==> src/rtl/pcaf_pkg.sv <==
// ----------------------------------------------------------------------------
// pcaf_pkg
// Shared types and constants of the configuration-access filter.
// ----------------------------------------------------------------------------
`default_nettype none

package pcaf_pkg;

  localparam int TABLE_DEPTH = 64;

  localparam int CFG_IDX_W  = 1;
  localparam int CFG_DATA_W = 8;

  localparam logic [CFG_IDX_W-1:0] CFG_BUS_START = 1'd0;
  localparam logic [CFG_IDX_W-1:0] CFG_BUS_END   = 1'd1;

  localparam logic [7:0] BUS_START_RST = 8'h00;
  localparam logic [7:0] BUS_END_RST   = 8'hff;

  localparam logic [1:0] CMD_CLEAR  = 2'd0;
  localparam logic [1:0] CMD_APPEND = 2'd1;
  localparam logic [1:0] CMD_READ   = 2'd2;
  localparam logic [1:0] CMD_WRITE  = 2'd3;

  localparam logic [2:0] ST_OK           = 3'd0;
  localparam logic [2:0] ST_RANGE        = 3'd1;
  localparam logic [2:0] ST_NOT_IN_TABLE = 3'd2;
  localparam logic [2:0] ST_BAD_SIZE     = 3'd3;
  localparam logic [2:0] ST_FULL         = 3'd4;

  localparam logic [2:0] SZ_BYTE = 3'd1;
  localparam logic [2:0] SZ_HALF = 3'd2;
  localparam logic [2:0] SZ_WORD = 3'd4;

  localparam logic [31:0] MASK_BYTE = 32'h0000_00ff;
  localparam logic [31:0] MASK_HALF = 32'h0000_ffff;
  localparam logic [31:0] MASK_WORD = 32'hffff_ffff;

  localparam int TRIPLE_W = 16;

  typedef struct packed {
    logic [1:0]  command;
    logic [7:0]  bus_number;
    logic [5:0]  device_number;
    logic [3:0]  function_number;
    logic [12:0] register_offset;
    logic [2:0]  access_size;
    logic [31:0] write_value;
    logic [31:0] old_dword;
    logic [15:0] entry_triple;
  } in_req_t;

  typedef struct packed {
    logic [2:0]  status;
    logic        use_root_window;
    logic [27:0] dword_offset;
    logic [31:0] read_result;
    logic [31:0] write_dword;
    logic        do_write;
  } out_rsp_t;

  typedef struct packed {
    logic                range_bad;
    logic                triple_zero;
    logic [TRIPLE_W-1:0] triple;
  } chk_t;

endpackage

`default_nettype wire

==> src/rtl/pcaf_ram.sv <==
// ----------------------------------------------------------------------------
// pcaf_ram
// Generic single-port-write, single-port-read RAM with registered read data.
// ----------------------------------------------------------------------------
`default_nettype none

module pcaf_ram #(
  parameter int WIDTH = 16,
  parameter int DEPTH = 64
) (
  input  wire logic                                   clk,
  input  wire logic                                   we,
  input  wire logic [((DEPTH > 1) ? $clog2(DEPTH) : 1)-1:0] waddr,
  input  wire logic [WIDTH-1:0]                       wdata,
  input  wire logic                                   re,
  input  wire logic [((DEPTH > 1) ? $clog2(DEPTH) : 1)-1:0] raddr,
  output logic      [WIDTH-1:0]                       rdata
);

  logic [WIDTH-1:0] mem [DEPTH];

  always_ff @(posedge clk) begin
    if (we) begin
      mem[waddr] <= wdata;
    end
    if (re) begin
      rdata <= mem[raddr];
    end
  end

endmodule

`default_nettype wire

==> src/rtl/pcaf_access.sv <==
// ----------------------------------------------------------------------------
// pcaf_access
// Range checks, triple build, ECAM offset and read extract / write merge.
// ----------------------------------------------------------------------------
`default_nettype none

module pcaf_access (
  input  wire logic               [7:0] win_start,
  input  wire logic               [7:0] win_end,
  input  wire pcaf_pkg::in_req_t        req,
  input  wire logic                     hit,
  output pcaf_pkg::chk_t                chk,
  output pcaf_pkg::out_rsp_t            rsp
);

  logic        is_write;
  logic        size_ok;
  logic [4:0]  sh;
  logic [31:0] mask;
  logic [7:0]  bus_rel;
  logic [31:0] rd_data;
  logic [31:0] wr_data;

  always_comb begin
    chk.range_bad = (req.bus_number < win_start) || (req.bus_number > win_end) ||
                    req.device_number[5] || req.function_number[3] ||
                    req.register_offset[12];
    chk.triple = {req.bus_number, req.device_number[4:0], req.function_number[2:0]};
    chk.triple_zero = (chk.triple == '0);
  end

  always_comb begin
    is_write = (req.command == pcaf_pkg::CMD_WRITE);
    size_ok  = (req.access_size == pcaf_pkg::SZ_BYTE) ||
               (req.access_size == pcaf_pkg::SZ_HALF) ||
               (req.access_size == pcaf_pkg::SZ_WORD);
    sh       = {req.register_offset[1:0], 3'b000};
    bus_rel  = req.bus_number - win_start;

    priority if (req.access_size == pcaf_pkg::SZ_WORD) begin
      mask = pcaf_pkg::MASK_WORD;
    end else if (req.access_size == pcaf_pkg::SZ_HALF) begin
      mask = pcaf_pkg::MASK_HALF;
    end else begin
      mask = pcaf_pkg::MASK_BYTE;
    end

    if (req.access_size == pcaf_pkg::SZ_WORD) begin
      rd_data = req.old_dword;
      wr_data = req.write_value;
    end else begin
      rd_data = (req.old_dword >> sh) & mask;
      wr_data = (req.old_dword & ~(mask << sh)) | ((req.write_value & mask) << sh);
    end
  end

  always_comb begin
    rsp = '0;
    priority if (chk.range_bad) begin
      rsp.status = pcaf_pkg::ST_RANGE;
    end else if (!(chk.triple_zero || hit)) begin
      rsp.status = pcaf_pkg::ST_NOT_IN_TABLE;
    end else if (!size_ok) begin
      rsp.status = pcaf_pkg::ST_BAD_SIZE;
    end else begin
      rsp.status = pcaf_pkg::ST_OK;
    end

    if (rsp.status == pcaf_pkg::ST_OK) begin
      rsp.use_root_window = chk.triple_zero;
      rsp.dword_offset    = {bus_rel, req.device_number[4:0], req.function_number[2:0],
                             req.register_offset[11:2], 2'b00};
      if (is_write) begin
        rsp.write_dword = wr_data;
        rsp.do_write    = 1'b1;
      end else begin
        rsp.read_result = rd_data;
      end
    end else if (!is_write) begin
      rsp.read_result = pcaf_pkg::MASK_WORD;
    end
  end

endmodule

`default_nettype wire

==> src/rtl/pcaf_ctrl.sv <==
// ----------------------------------------------------------------------------
// pcaf_ctrl
// Request sequencer: table clear/append, allowlist scan through the RAM,
// result register.
// ----------------------------------------------------------------------------
`default_nettype none

module pcaf_ctrl #(
  parameter int TABLE_DEPTH = pcaf_pkg::TABLE_DEPTH
) (
  input  wire logic                                         clk,
  input  wire logic                                         rst_n,
  input  wire logic                                         start,
  input  wire pcaf_pkg::in_req_t                            in_req,
  output logic                                              busy,
  output logic                                              out_valid,
  output pcaf_pkg::out_rsp_t                                out_rsp,
  output pcaf_pkg::in_req_t                                 acc_req,
  output logic                                              acc_hit,
  input  wire pcaf_pkg::chk_t                               acc_chk,
  input  wire pcaf_pkg::out_rsp_t                           acc_rsp,
  output logic                                              ram_we,
  output logic [((TABLE_DEPTH > 1) ? $clog2(TABLE_DEPTH) : 1)-1:0] ram_waddr,
  output logic [pcaf_pkg::TRIPLE_W-1:0]                     ram_wdata,
  output logic                                              ram_re,
  output logic [((TABLE_DEPTH > 1) ? $clog2(TABLE_DEPTH) : 1)-1:0] ram_raddr,
  input  wire logic [pcaf_pkg::TRIPLE_W-1:0]                ram_rdata
);

  localparam int AW = (TABLE_DEPTH > 1) ? $clog2(TABLE_DEPTH) : 1;
  localparam int CW = $clog2(TABLE_DEPTH + 1);

  typedef enum logic [1:0] {
    S_IDLE,
    S_CHECK,
    S_SCAN
  } state_t;

  state_t             state_r, state_nxt;
  pcaf_pkg::in_req_t  req_r, req_nxt;
  pcaf_pkg::out_rsp_t rsp_r, rsp_nxt;
  logic [CW-1:0]      count_r, count_nxt;
  logic [CW-1:0]      idx_r, idx_nxt;
  logic               valid_r, valid_nxt;

  always_comb begin
    state_nxt = state_r;
    req_nxt   = req_r;
    rsp_nxt   = rsp_r;
    count_nxt = count_r;
    idx_nxt   = idx_r;
    valid_nxt = 1'b0;
    ram_we    = 1'b0;
    ram_waddr = count_r[AW-1:0];
    ram_wdata = in_req.entry_triple;
    ram_re    = 1'b0;
    ram_raddr = idx_r[AW-1:0];
    acc_hit   = 1'b0;

    unique case (state_r)
      S_IDLE: begin
        if (start) begin
          req_nxt = in_req;
          unique case (in_req.command)
            pcaf_pkg::CMD_CLEAR: begin
              count_nxt      = '0;
              rsp_nxt        = '0;
              rsp_nxt.status = pcaf_pkg::ST_OK;
              valid_nxt      = 1'b1;
            end
            pcaf_pkg::CMD_APPEND: begin
              rsp_nxt = '0;
              if (count_r < CW'(TABLE_DEPTH)) begin
                ram_we         = 1'b1;
                count_nxt      = count_r + CW'(1);
                rsp_nxt.status = pcaf_pkg::ST_OK;
              end else begin
                rsp_nxt.status = pcaf_pkg::ST_FULL;
              end
              valid_nxt = 1'b1;
            end
            pcaf_pkg::CMD_READ, pcaf_pkg::CMD_WRITE: begin
              state_nxt = S_CHECK;
            end
            default: begin
              state_nxt = S_IDLE;
            end
          endcase
        end
      end
      S_CHECK: begin
        if (acc_chk.range_bad || acc_chk.triple_zero || (count_r == '0)) begin
          rsp_nxt   = acc_rsp;
          valid_nxt = 1'b1;
          state_nxt = S_IDLE;
        end else begin
          ram_re    = 1'b1;
          ram_raddr = '0;
          idx_nxt   = CW'(1);
          state_nxt = S_SCAN;
        end
      end
      S_SCAN: begin
        acc_hit = (ram_rdata == acc_chk.triple);
        if (acc_hit || (idx_r == count_r)) begin
          rsp_nxt   = acc_rsp;
          valid_nxt = 1'b1;
          state_nxt = S_IDLE;
        end else begin
          ram_re  = 1'b1;
          idx_nxt = idx_r + CW'(1);
        end
      end
      default: begin
        state_nxt = S_IDLE;
      end
    endcase
  end

  always_ff @(posedge clk) begin
    if (!rst_n) begin
      state_r <= S_IDLE;
      count_r <= '0;
      valid_r <= 1'b0;
    end else begin
      state_r <= state_nxt;
      count_r <= count_nxt;
      valid_r <= valid_nxt;
    end
    req_r <= req_nxt;
    rsp_r <= rsp_nxt;
    idx_r <= idx_nxt;
  end

  assign busy      = (state_r != S_IDLE);
  assign out_valid = valid_r;
  assign out_rsp   = rsp_r;
  assign acc_req   = req_r;

endmodule

`default_nettype wire

==> src/rtl/pcie_config_access_filter.sv <==
// ----------------------------------------------------------------------------
// pcie_config_access_filter
// Configuration-access filter with a bus/device/function allowlist in RAM.
// ----------------------------------------------------------------------------
// clear and append: result strobe in the cycle after the request, busy stays low
// read and write: decided in S_CHECK without a scan when out of range, for 0/0/0
//   or with an empty table, else entries are compared in S_SCAN, one RAM read each
// worst case: all entries of a full 64-entry table are compared
// results are strobed for one cycle and cannot be stalled
// reset: window 0..255, table empty; table RAM contents are not cleared
// ----------------------------------------------------------------------------
`default_nettype none

module pcie_config_access_filter #(
  parameter int TABLE_DEPTH = pcaf_pkg::TABLE_DEPTH
) (
  input  wire logic                                clk,
  input  wire logic                                rst_n,
  input  wire logic                                start,
  output logic                                     busy,
  input  wire pcaf_pkg::in_req_t                   in_req,
  output logic                                     out_valid,
  output pcaf_pkg::out_rsp_t                       out_rsp,
  input  wire logic                                cfg_we,
  input  wire logic [pcaf_pkg::CFG_IDX_W-1:0]      cfg_index,
  input  wire logic [pcaf_pkg::CFG_DATA_W-1:0]     cfg_wdata
);

  localparam int AW = (TABLE_DEPTH > 1) ? $clog2(TABLE_DEPTH) : 1;

  logic [7:0] win_start_r;
  logic [7:0] win_end_r;

  pcaf_pkg::in_req_t               acc_req;
  pcaf_pkg::chk_t                  acc_chk;
  pcaf_pkg::out_rsp_t              acc_rsp;
  logic                            acc_hit;
  logic                            ram_we;
  logic [AW-1:0]                   ram_waddr;
  logic [pcaf_pkg::TRIPLE_W-1:0]   ram_wdata;
  logic                            ram_re;
  logic [AW-1:0]                   ram_raddr;
  logic [pcaf_pkg::TRIPLE_W-1:0]   ram_rdata;

  always_ff @(posedge clk) begin
    if (!rst_n) begin
      win_start_r <= pcaf_pkg::BUS_START_RST;
      win_end_r   <= pcaf_pkg::BUS_END_RST;
    end else if (cfg_we) begin
      unique case (cfg_index)
        pcaf_pkg::CFG_BUS_START: win_start_r <= cfg_wdata;
        pcaf_pkg::CFG_BUS_END:   win_end_r   <= cfg_wdata;
        default: begin
          win_start_r <= win_start_r;
        end
      endcase
    end
  end

  pcaf_ctrl #(
    .TABLE_DEPTH(TABLE_DEPTH)
  ) u_ctrl (
    .clk       (clk),
    .rst_n     (rst_n),
    .start     (start),
    .in_req    (in_req),
    .busy      (busy),
    .out_valid (out_valid),
    .out_rsp   (out_rsp),
    .acc_req   (acc_req),
    .acc_hit   (acc_hit),
    .acc_chk   (acc_chk),
    .acc_rsp   (acc_rsp),
    .ram_we    (ram_we),
    .ram_waddr (ram_waddr),
    .ram_wdata (ram_wdata),
    .ram_re    (ram_re),
    .ram_raddr (ram_raddr),
    .ram_rdata (ram_rdata)
  );

  pcaf_access u_access (
    .win_start (win_start_r),
    .win_end   (win_end_r),
    .req       (acc_req),
    .hit       (acc_hit),
    .chk       (acc_chk),
    .rsp       (acc_rsp)
  );

  pcaf_ram #(
    .WIDTH(pcaf_pkg::TRIPLE_W),
    .DEPTH(TABLE_DEPTH)
  ) u_table (
    .clk   (clk),
    .we    (ram_we),
    .waddr (ram_waddr),
    .wdata (ram_wdata),
    .re    (ram_re),
    .raddr (ram_raddr),
    .rdata (ram_rdata)
  );

  // table updates and scans never overlap
  a_no_write_during_scan: assert property (@(posedge clk) disable iff (!rst_n)
    ram_re |-> !ram_we)
    else $error("table write during scan");

  a_table_cmd_one_cycle: assert property (@(posedge clk) disable iff (!rst_n)
    (start && !busy && ((in_req.command == pcaf_pkg::CMD_CLEAR) ||
                        (in_req.command == pcaf_pkg::CMD_APPEND)))
    |=> (out_valid && !busy))
    else $error("table request did not complete in one cycle");

  a_access_goes_busy: assert property (@(posedge clk) disable iff (!rst_n)
    (start && !busy && ((in_req.command == pcaf_pkg::CMD_READ) ||
                        (in_req.command == pcaf_pkg::CMD_WRITE)))
    |=> (busy && !out_valid))
    else $error("access request did not enter the check");

  a_reject_no_write: assert property (@(posedge clk) disable iff (!rst_n)
    (out_valid && (out_rsp.status != pcaf_pkg::ST_OK))
    |-> (!out_rsp.do_write && (out_rsp.dword_offset == '0) && !out_rsp.use_root_window))
    else $error("rejected request carries a target");

endmodule

`default_nettype wire
==> config.mk <==
export PLATFORM = sky130hd
export DESIGN_NAME = pcie_config_access_filter
export DESIGN_NICKNAME = d
export VERILOG_FILES = /design/src/rtl/pcaf_pkg.sv /design/src/rtl/pcaf_ram.sv /design/src/rtl/pcaf_access.sv /design/src/rtl/pcaf_ctrl.sv /design/src/rtl/pcie_config_access_filter.sv
export SDC_FILE = /design/constraint.sdc
export NUM_CORES = 2
export LEC_CHECK = 0
export ABC_CLOCK_PERIOD_IN_PS = 5000
export BUFFER_PORTS_ARGS = -buffer_cell sky130_fd_sc_hd__buf_2
export CORE_UTILIZATION = 25
export CTS_CLUSTER_SIZE = 28
export DETAILED_ROUTE_END_ITERATION = 10
export HOLD_SLACK_MARGIN = 0.05
export PLACE_DENSITY = 0.4
export SLEW_MARGIN = 20
export SYNTH_ARGS = -nofsm -noshare
export SYNTH_HDL_FRONTEND = slang
export SYNTH_SLANG_ARGS = --single-unit
==> constraint.sdc <==
create_clock -name clk -period 5 [get_ports clk]
set_input_delay 0.5 -clock clk [delete_from_list [all_inputs] [get_ports clk]]
set_output_delay 0.5 -clock clk [all_outputs]
set_load 0.01 [all_outputs]
### After elaboration in Yosys (flattened, before gate mapping)

Memory sizes are Yosys's and may differ from the RTL's. A register that Yosys moved wholly into a read port is not among the register bits.
Index checks and enable logic that the tools add are counted.

* $lt $le $gt $ge: 3
* reductions and logical operators: 28
* shift-type cells: 3
* mux-type cells: 46
* bitwise logic cells: 6
* add/subtract/negate cells: 3
* equality and inequality tests: 19

Operator list (number)
* 97-bit 2-to-1 mux: 3
* 97-bit case mux with 3 select lines: 1
* 97-bit case mux with 2 select lines: 1
* 32-bit 2-to-1 mux: 6
* 32-bit AND: 3
* 33-bit 2-to-1 mux: 2
* 32-bit by 5-bit left shift with 32-bit output: 2
* 32-bit NOT: 1
* 32-bit bitwise OR: 1
* 32-bit by 5-bit right shift with 32-bit output: 1
* 29-bit 2-to-1 mux: 1
* 7-bit case mux with 2 select lines: 2
* 7-bit 2-to-1 mux: 3
* 16-bit equality test: 1
* 16-bit zero test: 1
* 16-bit 2-to-1 mux: 1
* 7-bit by 1-bit adder with 7-bit output (second input constant): 2
* 1-bit 2-to-1 mux: 13
* 6-bit 2-to-1 mux: 2
* 1-bit logical OR: 10
* 2-bit 2-to-1 mux: 5
* 3-bit 2-to-1 mux: 3
* 2-bit equality test (second input constant): 4
* 8-bit greater-than comparator: 1
* 25 further kinds: 38

* word-level logic and storage cells: 129
* input port bits: 129
* output and inout bits: 99
* memories kept: 1
* flip-flop bits (word level): 230
* memory bits (writable): 1024

Memory list
* u_table.mem: depth 64, width 16, rd ports 1, clocked after memory_dff 1, wr ports 1, RTL line pcaf_ram.sv:20 `logic [WIDTH-1:0] mem [DEPTH];`

### Longest topological paths before layout

* depth after elaboration: 12
* depth in mapped cells: 14
* mapped depth without buffers: 11

### Cells and area by module

From an unflattened synthesis, not the netlist that was laid out.

* cells, all modules: 2827
* area total of the unflattened synthesis: 52136.3 um^2

Modules (own cells, without submodules)
* pcaf_ram: cells each 1829, times used 1, seq. area each 31230.0 um^2, area each 40202.3 um^2
* pcaf_ctrl: cells each 482, times used 1, seq. area each 6806.5 um^2, area each 8478.1 um^2
* pcaf_access: cells each 444, times used 1, seq. area each 0.0 um^2, area each 2747.6 um^2
* pcie_config_access_filter: cells each 72, times used 1, seq. area each 320.3 um^2, area each 708.2 um^2

### Worst setup path after synthesis

Ideal clock, no wire load.

* kind: register -> register
* start: register u_ctrl.state_r[0]
* end: memory u_table.mem[60][0] (enable)
* clock period less this slack: 5132 ps
* data required time: 4611 ps
* arrival time: 4744 ps
* slack: -132 ps
* library setup time: 389 ps
* cell stages (with the launch flop): 9
* path buffers: 0
* cells stage by stage: dfxtp_1 -> inv_1 -> ha_1 -> and2_1 -> nor2b_1 -> nand2_1 -> nor3b_1 -> nand3_1 -> nor2_1

* longest elaborated chain between the ends: 4

RTL lines
* start: declaration: RTL line pcaf_ctrl.sv:39 `state_t state_r, state_nxt;`
* start signal: assignment: RTL line pcaf_ctrl.sv:126 `state_r <= state_nxt;`
* 2-bit zero test: RTL line pcaf_ctrl.sv:60 `unique case (state_r)`
* 1-bit 2-to-1 mux: RTL line pcaf_ctrl.sv:60
* 1-bit 2-to-1 mux: RTL line pcaf_ram.sv:23 `if (we) begin`
* 1-bit 2-to-1 mux (not written as such): RTL line pcaf_ram.sv:24 `mem[waddr] <= wdata;`
* end: declaration: RTL line pcaf_ram.sv:20

No other way between the ends.

### Worst setup path in the final report

* start: register u_ctrl.req_r, in the netlist u_ctrl.acc_req[106]
* end: register u_table.rdata[14], read port of u_table.mem (data pin)

* longest elaborated chain between the ends: 9
* elaborated cells between the ends (all ways): 16
* classes of those cells: order compare: 2; eq/ne: 1; mux: 5; reduce/logical: 8

RTL lines
* start: declaration: RTL line pcaf_ctrl.sv:40 `pcaf_pkg::in_req_t req_r, req_nxt;`
* start signal: assignment: RTL line pcaf_ctrl.sv:130 `req_r <= req_nxt;`
* 8-bit < comparator or 8-bit greater-than comparator (tied branches): RTL line pcaf_access.sv:25 `chk.range_bad = (req.bus_number < win_start) || (req.bus_number > win_end) ||`
* 1-bit logical OR (2 in a row): RTL line pcaf_access.sv:25
* 1-bit logical OR (2 in a row): RTL line pcaf_access.sv:26 `req.device_number[5] || req.function_number[3] ||`
* 1-bit logical OR (2 in a row): RTL line pcaf_ctrl.sv:92 `if (acc_chk.range_bad || acc_chk.triple_zero || (count_r == '0)) begin`
* 1-bit 2-to-1 mux or 6-bit 2-to-1 mux (tied branches): RTL line pcaf_ctrl.sv:92
* 1-bit case mux with 2 select lines or 6-bit 2-to-1 mux (tied branches): RTL line pcaf_ctrl.sv:60
* end: declaration: RTL line pcaf_ram.sv:17 `output logic [WIDTH-1:0] rdata`

Parallel ways exist; a longest one is shown, timed or not.
A chain may end at the register's enable or synchronous reset.

==> metrics.yaml <==
placed_design:
  place_inst: 5877
  gp_congestion: 0.885
  dpl_worst_slack_ns: 0.927
  post-dp-hpwl_mm: 108
  portBuffers: 225
global_routing:
  grt_max_degree: 111
  first_global_vias: 30000
  overflow: 0
  grt_pass1_wl_mm: 238
  antenna_found_initial: 10
  track_usage_pct: 16.3
setup_path:
  cp_num_buf_inv: 3
  reg2reg_slack_ns: 0.88
  r2r-end: "u_table.rdata[14]"
  critical-path-top-delay-family: "compound AO/OA/AOI/OAI gates"
  cp_max_fo: 21
  max_stage_delay_ns: 0.45
  worstPathArrival_ns: 4.76
  path_depth: 13
  required_ns: 5.64
  crit_chain: "inv_1 -> ha_1 -> fa_1 -> nand2b_1 -> a211o_1 -> a31oi_4 -> o211ai_4 -> nand2_2 -> buf_4 -> buf_4 -> o21ai_0 -> o21ai_0 -> o2bb2ai_1"
  rr_startpoint: "u_ctrl.acc_req[106]"
  rr_worst_depth: 13
  cp_slowest_cell: "o21ai_0"
  critPathCaptureType: "register"
  startpoint_type: "register"
  path_class: "register to register"
logic_synthesis:
  ys_types: 69
  synth_most_common_cell: "edfxtp_1"
  yosysTopAreaCell: "edfxtp_1"
  synth_async_sr_flop_share_pct: 0
  ys_seq_elements: 1268
  synthTopCellsByCount: "1,242 x edfxtp_1, 210 x a21oi_1, 183 x nor2_1, 132 x nand2_1, 116 x clkbuf_1"
  synthFlopType: "edfxtp_1"
  post_synth.cell_area_avg_sq_um: 16.7
  synthTopCellsByArea: "edfxtp_1 73%, mux4_2 5.0%, mux2_2 2.5%"
  syn_inst: 3047
  synth_edf_count: 1242
  syn-cell-area_sq_um: 50900
  synth_seq_area_share_pct: 74.3
  yosysWarnings: 0
  synth_top_area_share_pct: 73.2
sta:
  period_share_pct: 82.3
  max_freq_mhz: 243
  finalSetupTns_ns: 0
  fin_ws_ns: 0.884
  hold_violations: 0
  finalCriticalPeriod_ns: 4.12
  skew_ns: 0.0246
  finalMaxSlewViolations: 0
  hold_slack_ns: 0.153
  grt_setup_unrepaired: "false"
  setup_viol: 0
  relSlewSlack_pct: 23.2
  tightest_slew_ns: 1.15
worst_hold_path:
  hp-start: "start"
  min_path_cells: 3
  min_path_type: "input port to register"
  whs_endpoint: "u_ctrl.state_r[0]"
clock_network:
  path_clk_slew_ns: 0.06
  clock_latency_ns: 0.80
  cts_buffers: 148
  postCtsSetupRepairBufs: 0
  h-tree-depth: 4
  root_buffer: "clkbuf_16"
  cts_tree: "built"
  postCtsHoldBufs: 110
  clk_path_buf_depth: 3
  post_cts_resized: 0
  cts_sinks: 1268
drt:
  first_iter_violations: 3121
  drc: 0
  drtPass1Iterations: 5
  wl_per_cell_um: 27.2
  wl_mm: 170
  viasPerCell: 4.77
  postRouteAntennaNets: 0
  via_count: 29900
power_and_ir_drop:
  ir_drop_mv: 0.343
  p_per_area_nw_per_um2: 382
  leakage_nw: 20.2
finish:
  syn_to_final_growth_pct: 20.3
  drive_gt1_share_pct: 22.4
  fillers: 20100
  fin_util_pct: 30.3
  nets: 3618
  final_cells: 6263
floorplanning:
  rows: 165
  core_sq_um: 202000
  die_x_um: 453
  start_util_pct: 25.2
  die_h_um: 453
  io_pins: 228
  dieArea_sq_um: 206000
status:
  outcome: "complete, no violations"
run:
  max_cap_violations: 0
==> layout by cell type, fill, tap and decap left out, types with 56 or more instances in the layout <==
master | netlist | routed
mux2_2 | 112 | 112
a21oi_1 | 210 | 210
edfxtp_1 | 1242 | 1242
a221oi_1 | 56 | 56
nand2_1 | 132 | 130
mux4_2 | 114 | 114
o21ai_0 | 90 | 90
buf_4 | 8 | 134
nor2_1 | 183 | 180
nor2b_1 | 57 | 56
o211ai_1 | 56 | 56
dlygate4sd3_1 | 0 | 110
clkbuf_16 | 0 | 151
buf_2 | 61 | 220
==> where the power goes <==
group	switching (mW)	internal, mW
Combinational	0.964	0.441
Clock	4.37	5.71
Sequential	0.0857	11.8
Total	5.42	18.0
==> layout make-up <==
class / instances / area [sq um] / area share (%)
Antenna cell: 5 / 12.5 / 0.0204
Clock buffer: 193 / 3940 / 6.42
Clock inverter: 78 / 513 / 0.837
Inverter: 43 / 161 / 0.263
Multi-Input combinational cell: 1530 / 12100 / 19.7
Sequential cell: 1268 / 37800 / 61.7
Tap cell: 2672 / 3340 / 5.46
Timing Repair Buffer: 474 / 3410 / 5.56
==> logic make-up (layout without fill, tap and decap cells) <==
group                    count (synthesis)  in the layout  synth area share, %
other                                    1              7              0.00736
adder cells (fa/ha/maj)                 24             24                0.604
AND/OR/NAND/NOR                        532            532                 5.02
flip-flops                            1268           1268                 74.3
multiplexers                           266            266                 8.30
XOR/XNOR                                40             40                0.688
buffers and inverters                  250            788                 2.11
AO/OA/AOI/OAI                          666            666                 9.01
==> metrics by stage <==
step           cell area, sq um  total power [mW]
5_1_grt                   61300              24.1
6_report                  61300              23.4
3_5_place_dp              55700              13.5
2_1_floorplan             50900              12.7
3_3_place_gp              55700              13.5
4_1_cts                   61300              23.7
==> per-layer routing <==
layer,part of all wire (%),track usage (%)
met1,47,23.5
met5,0,0
met2,45,25.0
met4,2.3,4.29
met3,5.6,2.81
==> state kept, by name, indices dropped and copies added (netlist names) <==
signal and cells:
u_ctrl.acc_req 100, win_end_r 8, u_ctrl.out_valid 1, u_ctrl.idx_r 7, win_start_r 8, u_table.rdata 16, u_ctrl.state_r 2, u_table.mem 1024
u_ctrl.count_r 7, u_ctrl.out_rsp 95
==> tightest hold or removal path: stages <==
cell	delay (ns)
buf_2	0.09
o21a_1	0.19
a211oi_1	0.09
==> how the worst max path moves through the flow <==
stage | start | endpoint | slack (ns)
2_1_floorplan | u_ctrl.acc_req[111] | u_ctrl.out_rsp[0] | 0.30
3_3_place_gp | u_ctrl.acc_req[106] | u_table.rdata[10] | 0.98
3_5_place_dp | u_ctrl.acc_req[106] | u_table.rdata[10] | 0.93
4_1_cts | u_ctrl.acc_req[106] | u_table.rdata[10] | 0.91
5_1_grt | u_ctrl.acc_req[106] | u_table.rdata[10] | 0.76
6_report | u_ctrl.acc_req[106] | u_table.rdata[14] | 0.88
Power figures use the tool's default switching activity.
